File: config.mk
export PLATFORM = sky130hd
export DESIGN_NAME = circle_rasterizer_unit
export DESIGN_NICKNAME = d
export VERILOG_FILES = /design/src/rtl/crast_pkg.sv /design/src/rtl/crast_step.sv /design/src/rtl/crast_emit.sv /design/src/rtl/circle_rasterizer_unit.sv
export SDC_FILE = /design/constraint.sdc
export NUM_CORES = 1
export LEC_CHECK = 0
export BUFFER_PORTS_ARGS = -buffer_cell sky130_fd_sc_hd__buf_2
export CORE_MARGIN = 4
export CORE_UTILIZATION = 62
export CTS_BUF_LIST = sky130_fd_sc_hd__clkbuf_8
export CTS_CLUSTER_SIZE = 24
export DETAILED_ROUTE_END_ITERATION = 12
export PLACE_DENSITY = 0.84
export SLEW_MARGIN = 20
export SYNTH_ARGS = -nofsm -noshare
export SYNTH_HDL_FRONTEND = slang
export SYNTH_SLANG_ARGS = --single-unit
File: constraint.sdc
create_clock -name clk_i -period 6.9 [get_ports clk_i]
set_clock_uncertainty 0.15 [all_clocks]
set_input_delay 0.69 -clock clk_i [delete_from_list [all_inputs] [get_ports clk_i]]
set_output_delay 0.69 -clock clk_i [all_outputs]
set_load 0.02 [all_outputs]
File: src/rtl/crast_pkg.sv
`default_nettype none

package crast_pkg;

  localparam int unsigned CoordWidth   = 16;
  localparam int unsigned DecWidth     = 16;
  localparam int unsigned RadiusWidth  = 13;
  localparam int unsigned ColorWidth   = 16;
  localparam int unsigned InDataWidth  = 64;
  localparam int unsigned OutDataWidth = 64;
  localparam int unsigned BeatIdxWidth = 3;

  localparam logic [DecWidth-1:0] DecStartBias = DecWidth'(3);
  localparam logic [DecWidth-1:0] DecBiasDown  = DecWidth'(10);
  localparam logic [DecWidth-1:0] DecBiasKeep  = DecWidth'(6);

  localparam logic [BeatIdxWidth-1:0] LastBeatOutline = BeatIdxWidth'(7);
  localparam logic [BeatIdxWidth-1:0] LastBeatFill    = BeatIdxWidth'(3);

  typedef enum logic {
    ActStart = 1'b0,
    ActStep  = 1'b1
  } action_e;

  typedef struct packed {
    logic [CoordWidth-1:0] cx;
    logic [CoordWidth-1:0] cy;
    logic [CoordWidth-1:0] x;
    logic [CoordWidth-1:0] y;
    logic [ColorWidth-1:0] color;
    logic                  fill;
    logic                  fin;
  } burst_t;

endpackage

`default_nettype wire

File: src/rtl/crast_step.sv
`default_nettype none

module crast_step (
  input  wire                                  clk_i,
  input  wire                                  rst_ni,
  input  wire                                  accept_i,
  input  crast_pkg::action_e                   action_i,
  input  wire  [crast_pkg::CoordWidth-1:0]     center_x_i,
  input  wire  [crast_pkg::CoordWidth-1:0]     center_y_i,
  input  wire  [crast_pkg::RadiusWidth-1:0]    radius_i,
  input  wire                                  fill_mode_i,
  input  wire  [crast_pkg::ColorWidth-1:0]     color_i,
  output logic                                 burst_load_o,
  output crast_pkg::burst_t                    burst_o
);

  logic [crast_pkg::CoordWidth-1:0] x_q, x_d, y_q, y_d, cx_q, cx_d, cy_q, cy_d;
  logic [crast_pkg::CoordWidth-1:0] x_inc, y_dec;
  logic [crast_pkg::DecWidth-1:0]   dec_q, dec_d;
  logic [crast_pkg::ColorWidth-1:0] color_q, color_d;
  logic                             fill_q, fill_d, active_q, active_d;
  logic                             done;

  assign done  = !active_q || (y_q <= x_q);
  assign x_inc = x_q + crast_pkg::CoordWidth'(1);
  assign y_dec = y_q - crast_pkg::CoordWidth'(1);

  always_comb begin
    x_d      = x_q;
    y_d      = y_q;
    dec_d    = dec_q;
    cx_d     = cx_q;
    cy_d     = cy_q;
    color_d  = color_q;
    fill_d   = fill_q;
    active_d = active_q;
    if (accept_i) begin
      case (action_i)
        crast_pkg::ActStart: begin
          cx_d     = center_x_i;
          cy_d     = center_y_i;
          color_d  = color_i;
          fill_d   = fill_mode_i;
          x_d      = '0;
          y_d      = crast_pkg::CoordWidth'(radius_i);
          dec_d    = crast_pkg::DecStartBias - crast_pkg::DecWidth'({radius_i, 1'b0});
          active_d = 1'b1;
        end
        crast_pkg::ActStep: begin
          if (done) begin
            active_d = 1'b0;
          end else begin
            x_d = x_inc;
            if (!dec_q[crast_pkg::DecWidth-1]) begin
              y_d   = y_dec;
              dec_d = dec_q + crast_pkg::DecWidth'({x_inc, 2'b00})
                      - crast_pkg::DecWidth'({y_dec, 2'b00}) + crast_pkg::DecBiasDown;
            end else begin
              dec_d = dec_q + crast_pkg::DecWidth'({x_inc, 2'b00})
                      + crast_pkg::DecBiasKeep;
            end
          end
        end
        default: begin
          active_d = active_q;
        end
      endcase
    end
  end

  always_comb begin
    burst_load_o   = accept_i && (action_i == crast_pkg::ActStep);
    burst_o.cx     = cx_q;
    burst_o.cy     = cy_q;
    burst_o.x      = x_q;
    burst_o.y      = y_q;
    burst_o.color  = color_q;
    burst_o.fill   = fill_q;
    burst_o.fin    = done;
  end

  always_ff @(posedge clk_i or negedge rst_ni) begin
    if (!rst_ni) begin
      x_q      <= '0;
      y_q      <= '0;
      dec_q    <= '0;
      cx_q     <= '0;
      cy_q     <= '0;
      color_q  <= '0;
      fill_q   <= 1'b0;
      active_q <= 1'b0;
    end else begin
      x_q      <= x_d;
      y_q      <= y_d;
      dec_q    <= dec_d;
      cx_q     <= cx_d;
      cy_q     <= cy_d;
      color_q  <= color_d;
      fill_q   <= fill_d;
      active_q <= active_d;
    end
  end

endmodule

`default_nettype wire

File: src/rtl/crast_emit.sv
`default_nettype none

module crast_emit (
  input  wire                                  clk_i,
  input  wire                                  rst_ni,
  input  wire                                  load_i,
  input  crast_pkg::burst_t                    burst_i,
  input  wire                                  take_i,
  output logic                                 valid_o,
  output logic                                 last_o,
  output logic                                 free_o,
  output logic [crast_pkg::CoordWidth-1:0]     span_x_from_o,
  output logic [crast_pkg::CoordWidth-1:0]     span_x_to_o,
  output logic [crast_pkg::CoordWidth-1:0]     span_row_o,
  output logic [crast_pkg::ColorWidth-1:0]     color_out_o,
  output logic                                 finished_o
);

  crast_pkg::burst_t                  burst_q, burst_d;
  logic                               valid_q, valid_d;
  logic [crast_pkg::BeatIdxWidth-1:0] idx_q, idx_d;
  logic                               swap, row_neg, col_neg;
  logic [crast_pkg::CoordWidth-1:0]   a, b, col_pos, col_neg_v, row_v, from_v;

  always_comb begin
    swap      = burst_q.fill ? idx_q[1] : idx_q[2];
    row_neg   = burst_q.fill ? idx_q[0] : idx_q[1];
    col_neg   = idx_q[0];
    a         = swap ? burst_q.y : burst_q.x;
    b         = swap ? burst_q.x : burst_q.y;
    col_pos   = burst_q.cx + a;
    col_neg_v = burst_q.cx - a;
    row_v     = row_neg ? (burst_q.cy - b) : (burst_q.cy + b);
    from_v    = (burst_q.fill || !col_neg) ? col_pos : col_neg_v;
  end

  always_comb begin
    finished_o = burst_q.fin;
    if (burst_q.fin) begin
      span_x_from_o = '0;
      span_x_to_o   = '0;
      span_row_o    = '0;
      color_out_o   = '0;
      last_o        = 1'b1;
    end else begin
      span_x_from_o = from_v;
      span_x_to_o   = burst_q.fill ? col_neg_v : from_v;
      span_row_o    = row_v;
      color_out_o   = burst_q.color;
      last_o        = burst_q.fill ? (idx_q == crast_pkg::LastBeatFill)
                                   : (idx_q == crast_pkg::LastBeatOutline);
    end
    valid_o = valid_q;
    free_o  = !valid_q || (take_i && last_o);
  end

  always_comb begin
    burst_d = burst_q;
    valid_d = valid_q;
    idx_d   = idx_q;
    if (load_i) begin
      burst_d = burst_i;
      valid_d = 1'b1;
      idx_d   = '0;
    end else if (valid_q && take_i) begin
      if (last_o) begin
        valid_d = 1'b0;
      end else begin
        idx_d = idx_q + crast_pkg::BeatIdxWidth'(1);
      end
    end
  end

  always_ff @(posedge clk_i or negedge rst_ni) begin
    if (!rst_ni) begin
      valid_q <= 1'b0;
      idx_q   <= '0;
    end else begin
      valid_q <= valid_d;
      idx_q   <= idx_d;
    end
  end

  always_ff @(posedge clk_i) begin
    burst_q <= burst_d;
  end

endmodule

`default_nettype wire

File: src/rtl/circle_rasterizer_unit.sv
// Channel   Dir  tdata (low bit up)                                    tuser      tlast
// s_axis    in   center_x 16, center_y 16, radius 13, fill_mode 1,     action     -
//                color 16, zero 2
// m_axis    out  span_x_from 16, span_x_to 16, span_row 16, color_out 16 finished last
//
// A start transfer loads the circle and gives no result.
// A step transfer gives 8 outline points or 4 fill spans, one per cycle while m_axis
// tready is high, or one finished transfer; a single span register emits them.
// The next step is taken in the cycle its predecessor's last result is taken.
// Reset clears the circle state to idle and drops any pending result.
// m_axis holds its transfer while tready is low.
`default_nettype none

module circle_rasterizer_unit (
  input  wire                                 clk_i,
  input  wire                                 rst_ni,
  input  wire                                 s_axis_tvalid,
  output logic                                s_axis_tready,
  input  wire  [crast_pkg::InDataWidth-1:0]   s_axis_tdata,  // center_x, center_y, radius, fill_mode, color
  input  wire                                 s_axis_tuser,  // action
  output logic                                m_axis_tvalid,
  input  wire                                 m_axis_tready,
  output logic [crast_pkg::OutDataWidth-1:0]  m_axis_tdata,  // span_x_from, span_x_to, span_row, color_out
  output logic                                m_axis_tuser,  // finished
  output logic                                m_axis_tlast   // last
);

  localparam int unsigned CyLo    = crast_pkg::CoordWidth;
  localparam int unsigned RadLo   = 2 * crast_pkg::CoordWidth;
  localparam int unsigned FillLo  = RadLo + crast_pkg::RadiusWidth;
  localparam int unsigned ColorLo = FillLo + 1;

  logic                               in_accept, free, burst_load;
  crast_pkg::action_e                 action;
  crast_pkg::burst_t                  burst;
  logic [crast_pkg::CoordWidth-1:0]   span_x_from, span_x_to, span_row;
  logic [crast_pkg::ColorWidth-1:0]   color_out;

  assign s_axis_tready = free;
  assign in_accept     = s_axis_tvalid && free;
  assign action        = crast_pkg::action_e'(s_axis_tuser);

  crast_step u_step (
    .clk_i       (clk_i),
    .rst_ni      (rst_ni),
    .accept_i    (in_accept),
    .action_i    (action),
    .center_x_i  (s_axis_tdata[CyLo-1:0]),
    .center_y_i  (s_axis_tdata[RadLo-1:CyLo]),
    .radius_i    (s_axis_tdata[FillLo-1:RadLo]),
    .fill_mode_i (s_axis_tdata[FillLo]),
    .color_i     (s_axis_tdata[ColorLo+crast_pkg::ColorWidth-1:ColorLo]),
    .burst_load_o(burst_load),
    .burst_o     (burst)
  );

  crast_emit u_emit (
    .clk_i        (clk_i),
    .rst_ni       (rst_ni),
    .load_i       (burst_load),
    .burst_i      (burst),
    .take_i       (m_axis_tready),
    .valid_o      (m_axis_tvalid),
    .last_o       (m_axis_tlast),
    .free_o       (free),
    .span_x_from_o(span_x_from),
    .span_x_to_o  (span_x_to),
    .span_row_o   (span_row),
    .color_out_o  (color_out),
    .finished_o   (m_axis_tuser)
  );

  assign m_axis_tdata = {color_out, span_row, span_x_to, span_x_from};

endmodule

`default_nettype wire

Word-level counts from Yosys, hierarchy flattened
Cells that the tools add are included.

Register bits after elaboration: 184. Bits of input ports: 69. Output and inout bits: 68.

Add/sub/neg operators: 12. Magnitude comparators: 1. Eq/ne operators: 6. Mux-type cells: 29. Bitwise operators: 1. Reductions and logical operators: 18.

Operators by type and width (count): two-way mux 16 bit (14); one-hot mux 16 bit (2 select lines) (3); adder 16 bit (3); subtractor 16 bit (3); adder 16 x 1 -> 16 bit, second input constant (1); adder 16 x 3 -> 16 bit, second input constant (1); adder 16 x 4 -> 16 bit, second input constant (1); less-or-equal comparator 16 bit (1); subtractor 16 x 1 -> 16 bit, second input constant (1); subtractor 2 x 14 -> 15 bit, first input constant (1); AND reduction 2 bit (5); two-way mux 3 bit (3); two-way mux 1 bit (8); logical AND 1 bit (4); != test 2 x 1 -> 1 bit, second input constant (2); != test 2 bit, second input constant (2); nonzero test 2 bit (2); adder 3 x 1 -> 3 bit, second input constant (1); == test 3 x 2 -> 1 bit, second input constant (1); == test 3 bit, second input constant (1); zero test 1 bit (3); logical OR 1 bit (3); AND reduction 3 bit (1); one-hot mux 1 bit (2 select lines) (1); inverter 1 bit (1).

Logic depth before layout (Yosys ltp)
Word-level depth: 9. Mapped depth: 22. Depth with buffers taken out: 21.

Cells and area by module
A second synthesis with hierarchy kept.

Cell total of the unflattened synthesis: 1488. Area total of the unflattened synthesis: 13356.6 um^2.

Modules (own cells, without submodules): crast_step (times used 1, cells an instance 848, area an instance 7005.5 um^2, sequential area each 2427.3 um^2); crast_emit (times used 1, cells an instance 639, area an instance 6344.8 um^2, sequential area each 2562.5 um^2); circle_rasterizer_unit (times used 1, cells an instance 1, area an instance 6.3 um^2, sequential area each 0.0 um^2).

Least setup slack after synthesis
OpenSTA, ideal clock, no wires.

Kind: flip-flop to output port. Start: register u_emit.burst_q[1] (netlist name). End: output m_axis_tdata[41] (netlist name). Arrival time: 4620 ps. Required time: 6060 ps. Slack: 1440 ps. Stages on the path, launching flop included: 20. Cells stage by stage: edfxtp_1 buf_2 mux2i_2 buf_4 buf_2 buf_2 mux2_2 inv_1 ha_1 o21a_1 inv_1 ha_1 nor2b_1 o21ai_0 a21boi_0 o21ai_0 nand2b_1 a31oi_1 nor2_1 a2111oi_0.

Longest elaborated chain between the ends: 5.

RTL lines: start: declaration (RTL line crast_emit.sv:19) `crast_pkg::burst_t burst_q, burst_d;`; start signal: assignment (RTL line crast_emit.sv:85) `burst_q <= burst_d;`; two-way mux 1 bit (RTL line crast_emit.sv:26) `swap = burst_q.fill ? idx_q[1] : idx_q[2];`; two-way mux 16 bit (RTL line crast_emit.sv:30) `b = swap ? burst_q.x : burst_q.y;`; adder 16 bit / subtractor 16 bit (equally long branches) (RTL line crast_emit.sv:33) `row_v = row_neg ? (burst_q.cy - b) : (burst_q.cy + b);`; two-way mux 16 bit (*) (RTL line crast_emit.sv:33); two-way mux 16 bit (*) (RTL line crast_emit.sv:39) `if (burst_q.fin) begin`; end: declaration (RTL line circle_rasterizer_unit.sv:23) `output logic [crast_pkg::OutDataWidth-1:0] m_axis_tdata,`.

Mark *: on every way between the ends. The rest lies on a longest branch, timed or not.

Final worst setup path
Start: register u_emit.burst_q[1] (netlist name). End: output m_axis_tdata[14] (netlist name).

Longest elaborated chain between the ends: 5.

RTL lines: two-way mux 1 bit (RTL line crast_emit.sv:26); two-way mux 16 bit (RTL line crast_emit.sv:29) `a = swap ? burst_q.y : burst_q.x;`; subtractor 16 bit / adder 16 bit (equally long branches) (RTL line crast_emit.sv:32, crast_emit.sv:31); two-way mux 16 bit (*) (RTL line crast_emit.sv:34) `from_v = (burst_q.fill || !col_neg) ? col_pos : col_neg_v;`; two-way mux 16 bit (*) (RTL line crast_emit.sv:39).

Marks and branches as above.

==> impl_metrics.tcl <==
set metrics [dict create \
    outcome "completed" \
    grt_util_all_layers_pct 26.6 \
    worstMarginPinSlew_ps 1030 \
    die_area_sq_um 23000 \
    critPathKind "reg2out" \
    rrSetupSlack_ps 1750 \
    clock_latency_ps 480 \
    place.gp.congestion 0.879 \
    drive_gt1_share_pct 14.9 \
    cts-resized-gates 0 \
    relSlewSlack_pct 30.7 \
    grt_pass1_vias 9847 \
    yosys.area.top_type "dfrtp_1" \
    maxCapViolations 0 \
    grt_first_pass_wirelength_mm 48.5 \
    seq_area_frac_synth_pct 39.1 \
    routedWlPerCell_um 16.8 \
    die_h_um 152 \
    max_freq_mhz 170 \
    cts.path.max_buffers 2 \
    worst-path-stages 14 \
    peakVddDrop_uv 854 \
    synth_nets 1587 \
    synth_cell_types 77 \
    cts_buffers 17 \
    firstDrtPassIters 5 \
    dp_hpwl_mm 23.0 \
    p_per_area_nw_per_um2 485 \
    worst-r2r-cell-count 19 \
    cp_slowest_cell "edfxtp_1" \
    setup_violations 0 \
    num-fill-cells 1568 \
    register_area_sq_um 4990 \
    cp.arrival_ps 5030 \
    core_area_sq_um 20200 \
    critical_path.startpoint "u_emit.burst_q[1]" \
    synth-async-reset-ratio_pct 55.2 \
    final_area_sq_um 14000 \
    netlist_instances 1404 \
    area_growth_pct 9.97 \
    syn_avg_cell_area_sq_um 9.10 \
    rows 52 \
    timing.final.crit_share_pct 85.1 \
    rr_endpoint "u_step.dec_q[15]" \
    clkSinkCount 183 \
    drc 0 \
    cpPeakStageDelay_ps 590 \
    final_cell_mix "nand2_1 (234), buf_2 (133), nor2_1 (126)" \
    drt_iter0_drc 660 \
    routed_wl_mm 30.1 \
    fin_crit_ps 5870 \
    vias 10400 \
    synth_edf_count 82 \
    critPathMostFrequentCell "o21ai_0" \
    synth_area_sq_um 12800 \
    hold_viol_final 0 \
    grt_setup_unrepaired "false" \
    p_leak_nw 6.43 \
    die_w_um 152 \
    clockRootBuffer "clkbuf_8" \
    ios 137 \
    cts_tree "yes" \
    cp_max_fo 34 \
    final_antenna_net_count 0 \
    startpoint_type "flip-flop" \
    path_buf_inv 2 \
    h-tree-depth 4 \
    grt_antenna_before_repair 0 \
    yosys_warnings 0 \
    initial_utilization_pct 63.1 \
    cp-end-kind "output pin" \
    worstPathRequired_ps 6060 \
    finalSetupTns_ps 0 \
    clk_pin_slew_ps 110 \
    crit_family "compound AO/OA/AOI/OAI gates" \
    antenna_cells 0 \
    ys_ff_latch 183 \
    dpl_cell_area_sq_um 13600 \
    maxSlewViolCount 0 \
    r2r-start "u_step.x_q[0]" \
    multi_input_area_sq_um 7320 \
    mostFrequentLayoutCell "nand2_1" \
    critical_path.cell_chain "mux2i_4 -> buf_4 -> mux2_2 -> ha_1 -> o21ai_0 -> a21o_1 -> a211oi_1 -> o21ai_0 -> a211o_1 -> o21ai_0 -> xnor2_1 -> nor2_1 -> mux2_2 -> buf_2" \
    via_per_inst 5.81 \
    synth_top_area_share_pct 19.8 \
    nNetsFinal 1697 \
    hold_path.class "in2reg" \
    io_buffers 134 \
    synthFlopType "dfrtp_1" \
    synth_area_leaders "dfrtp_1 (20%), edfxtp_1 (19%), ha_1 (11%), nand2_1 (6.9%), xnor2_1 (6.0%)" \
    gr-total-overflow 0 \
    crit_path_end "m_axis_tdata[14]" \
    grt_max_degree 77 \
]
-- kinds of logic after synthesis --
family / synth area share (%)
simple gates: 18.6
flops: 39.1
compound gates: 14.5
fa+ha+maj: 11.4
xor+xnor: 8.91
mux: 3.74
buf+inv: 3.79
-- cell type report --
cell class	count	share of cell area [%]
clock buffer	18	1.76
clock inverter	14	0.971
inverter	72	1.93
multi-input combinational	1097	52.1
sequential	183	35.5
tap	270	2.41
timing repair buffer	143	5.29
-- worst min-delay path by stage --
stage	startpoint	end	slack [ps]	cells after the start
floorplan	rst_ni	u_emit.idx_q[0]	240	0
global placement	u_step.cy_q[6]	u_emit.burst_q[56]	280	0
global route	s_axis_tdata[54]	u_step.color_q[8]	230	3
detailed placement	u_step.color_q[3]	u_emit.burst_q[5]	280	0
CTS	s_axis_tdata[57]	u_step.color_q[11]	230	3
finish	s_axis_tdata[57]	u_step.color_q[11]	240	3
-- worst min-delay path: cells and delay by family --
kind / cells / cell delay (ps)
buffers and inverters: 1 / 80
and+or+nand+nor: 2 / 80
-- where the power goes --
group | switching, mW | total [mW] | internal, mW | leakage (nW)
combinational | 2.58 | 4.48 | 1.89 | 4.20
sequential | 0.212 | 1.64 | 1.42 | 2.04
clock | 0.419 | 0.693 | 0.274 | 0.193
-- per-layer routing --
layer	part of all wire, %	GRT usage, %	vias up
li1	-	-	5103
met1	42	35.5	4934
met2	48	44.0	358
met3	6.6	4.40	47
met4	2.8	9.57	0
met5	0	0	-
-- sequential cells by signal, indices dropped and copies added (netlist names) --
register,cells
u_step.x_q,16
u_step.active_q,1
u_step.color_q,16
u_step.cy_q,16
u_step.y_q,16
u_emit.valid_o,1
u_emit.burst_q,81
u_step.dec_q,15
u_step.cx_q,16
u_step.fill_q,1
u_emit.finished_o,1
u_emit.idx_q,3
-- stage by stage --
stage	util (%)	instances	hold slack, ps	power (mW)	setup WS [ps]
2_1_floorplan	-	1404	244	5.13	1440
3_3_place_gp	67.5	1764	277	5.91	1580
3_5_place_dp	67.5	1764	279	6.12	1530
4_1_cts	69.4	1797	225	6.82	989
5_1_grt	69.4	1797	227	7.44	657
6_report	69.4	1797	244	6.81	1030
-- synth_stat cells, types with 5 or more instances --
library cell and instances:
nor3_1 34, or2_2 6, o31ai_1 8, inv_1 69
o21ai_0 84, nor2_1 127, nand2b_1 10, dfrtp_1 101
or4_1 6, nor2b_1 30, buf_2 9, mux2_2 19
o22ai_1 6, a21o_1 23, nand4_1 9, o21a_1 16
nand2_1 235, mux2i_1 25, a21oi_1 79, buf_1 5
o21bai_1 12, a31oi_1 11, o21ai_1 6, xor2_1 35
edfxtp_1 82, xnor2_1 88, clkbuf_1 36, a211oi_1 9
nand3_1 22, or3_1 6, ha_1 110, and3_1 5
-- timing repair --
action                                 in CTS  in global routing
endpoints found under the hold margin      25                  0
hold buffers                                1                  0
setup buffers                               0                  0
No activity file was read; power rests on OpenSTA's default activity.
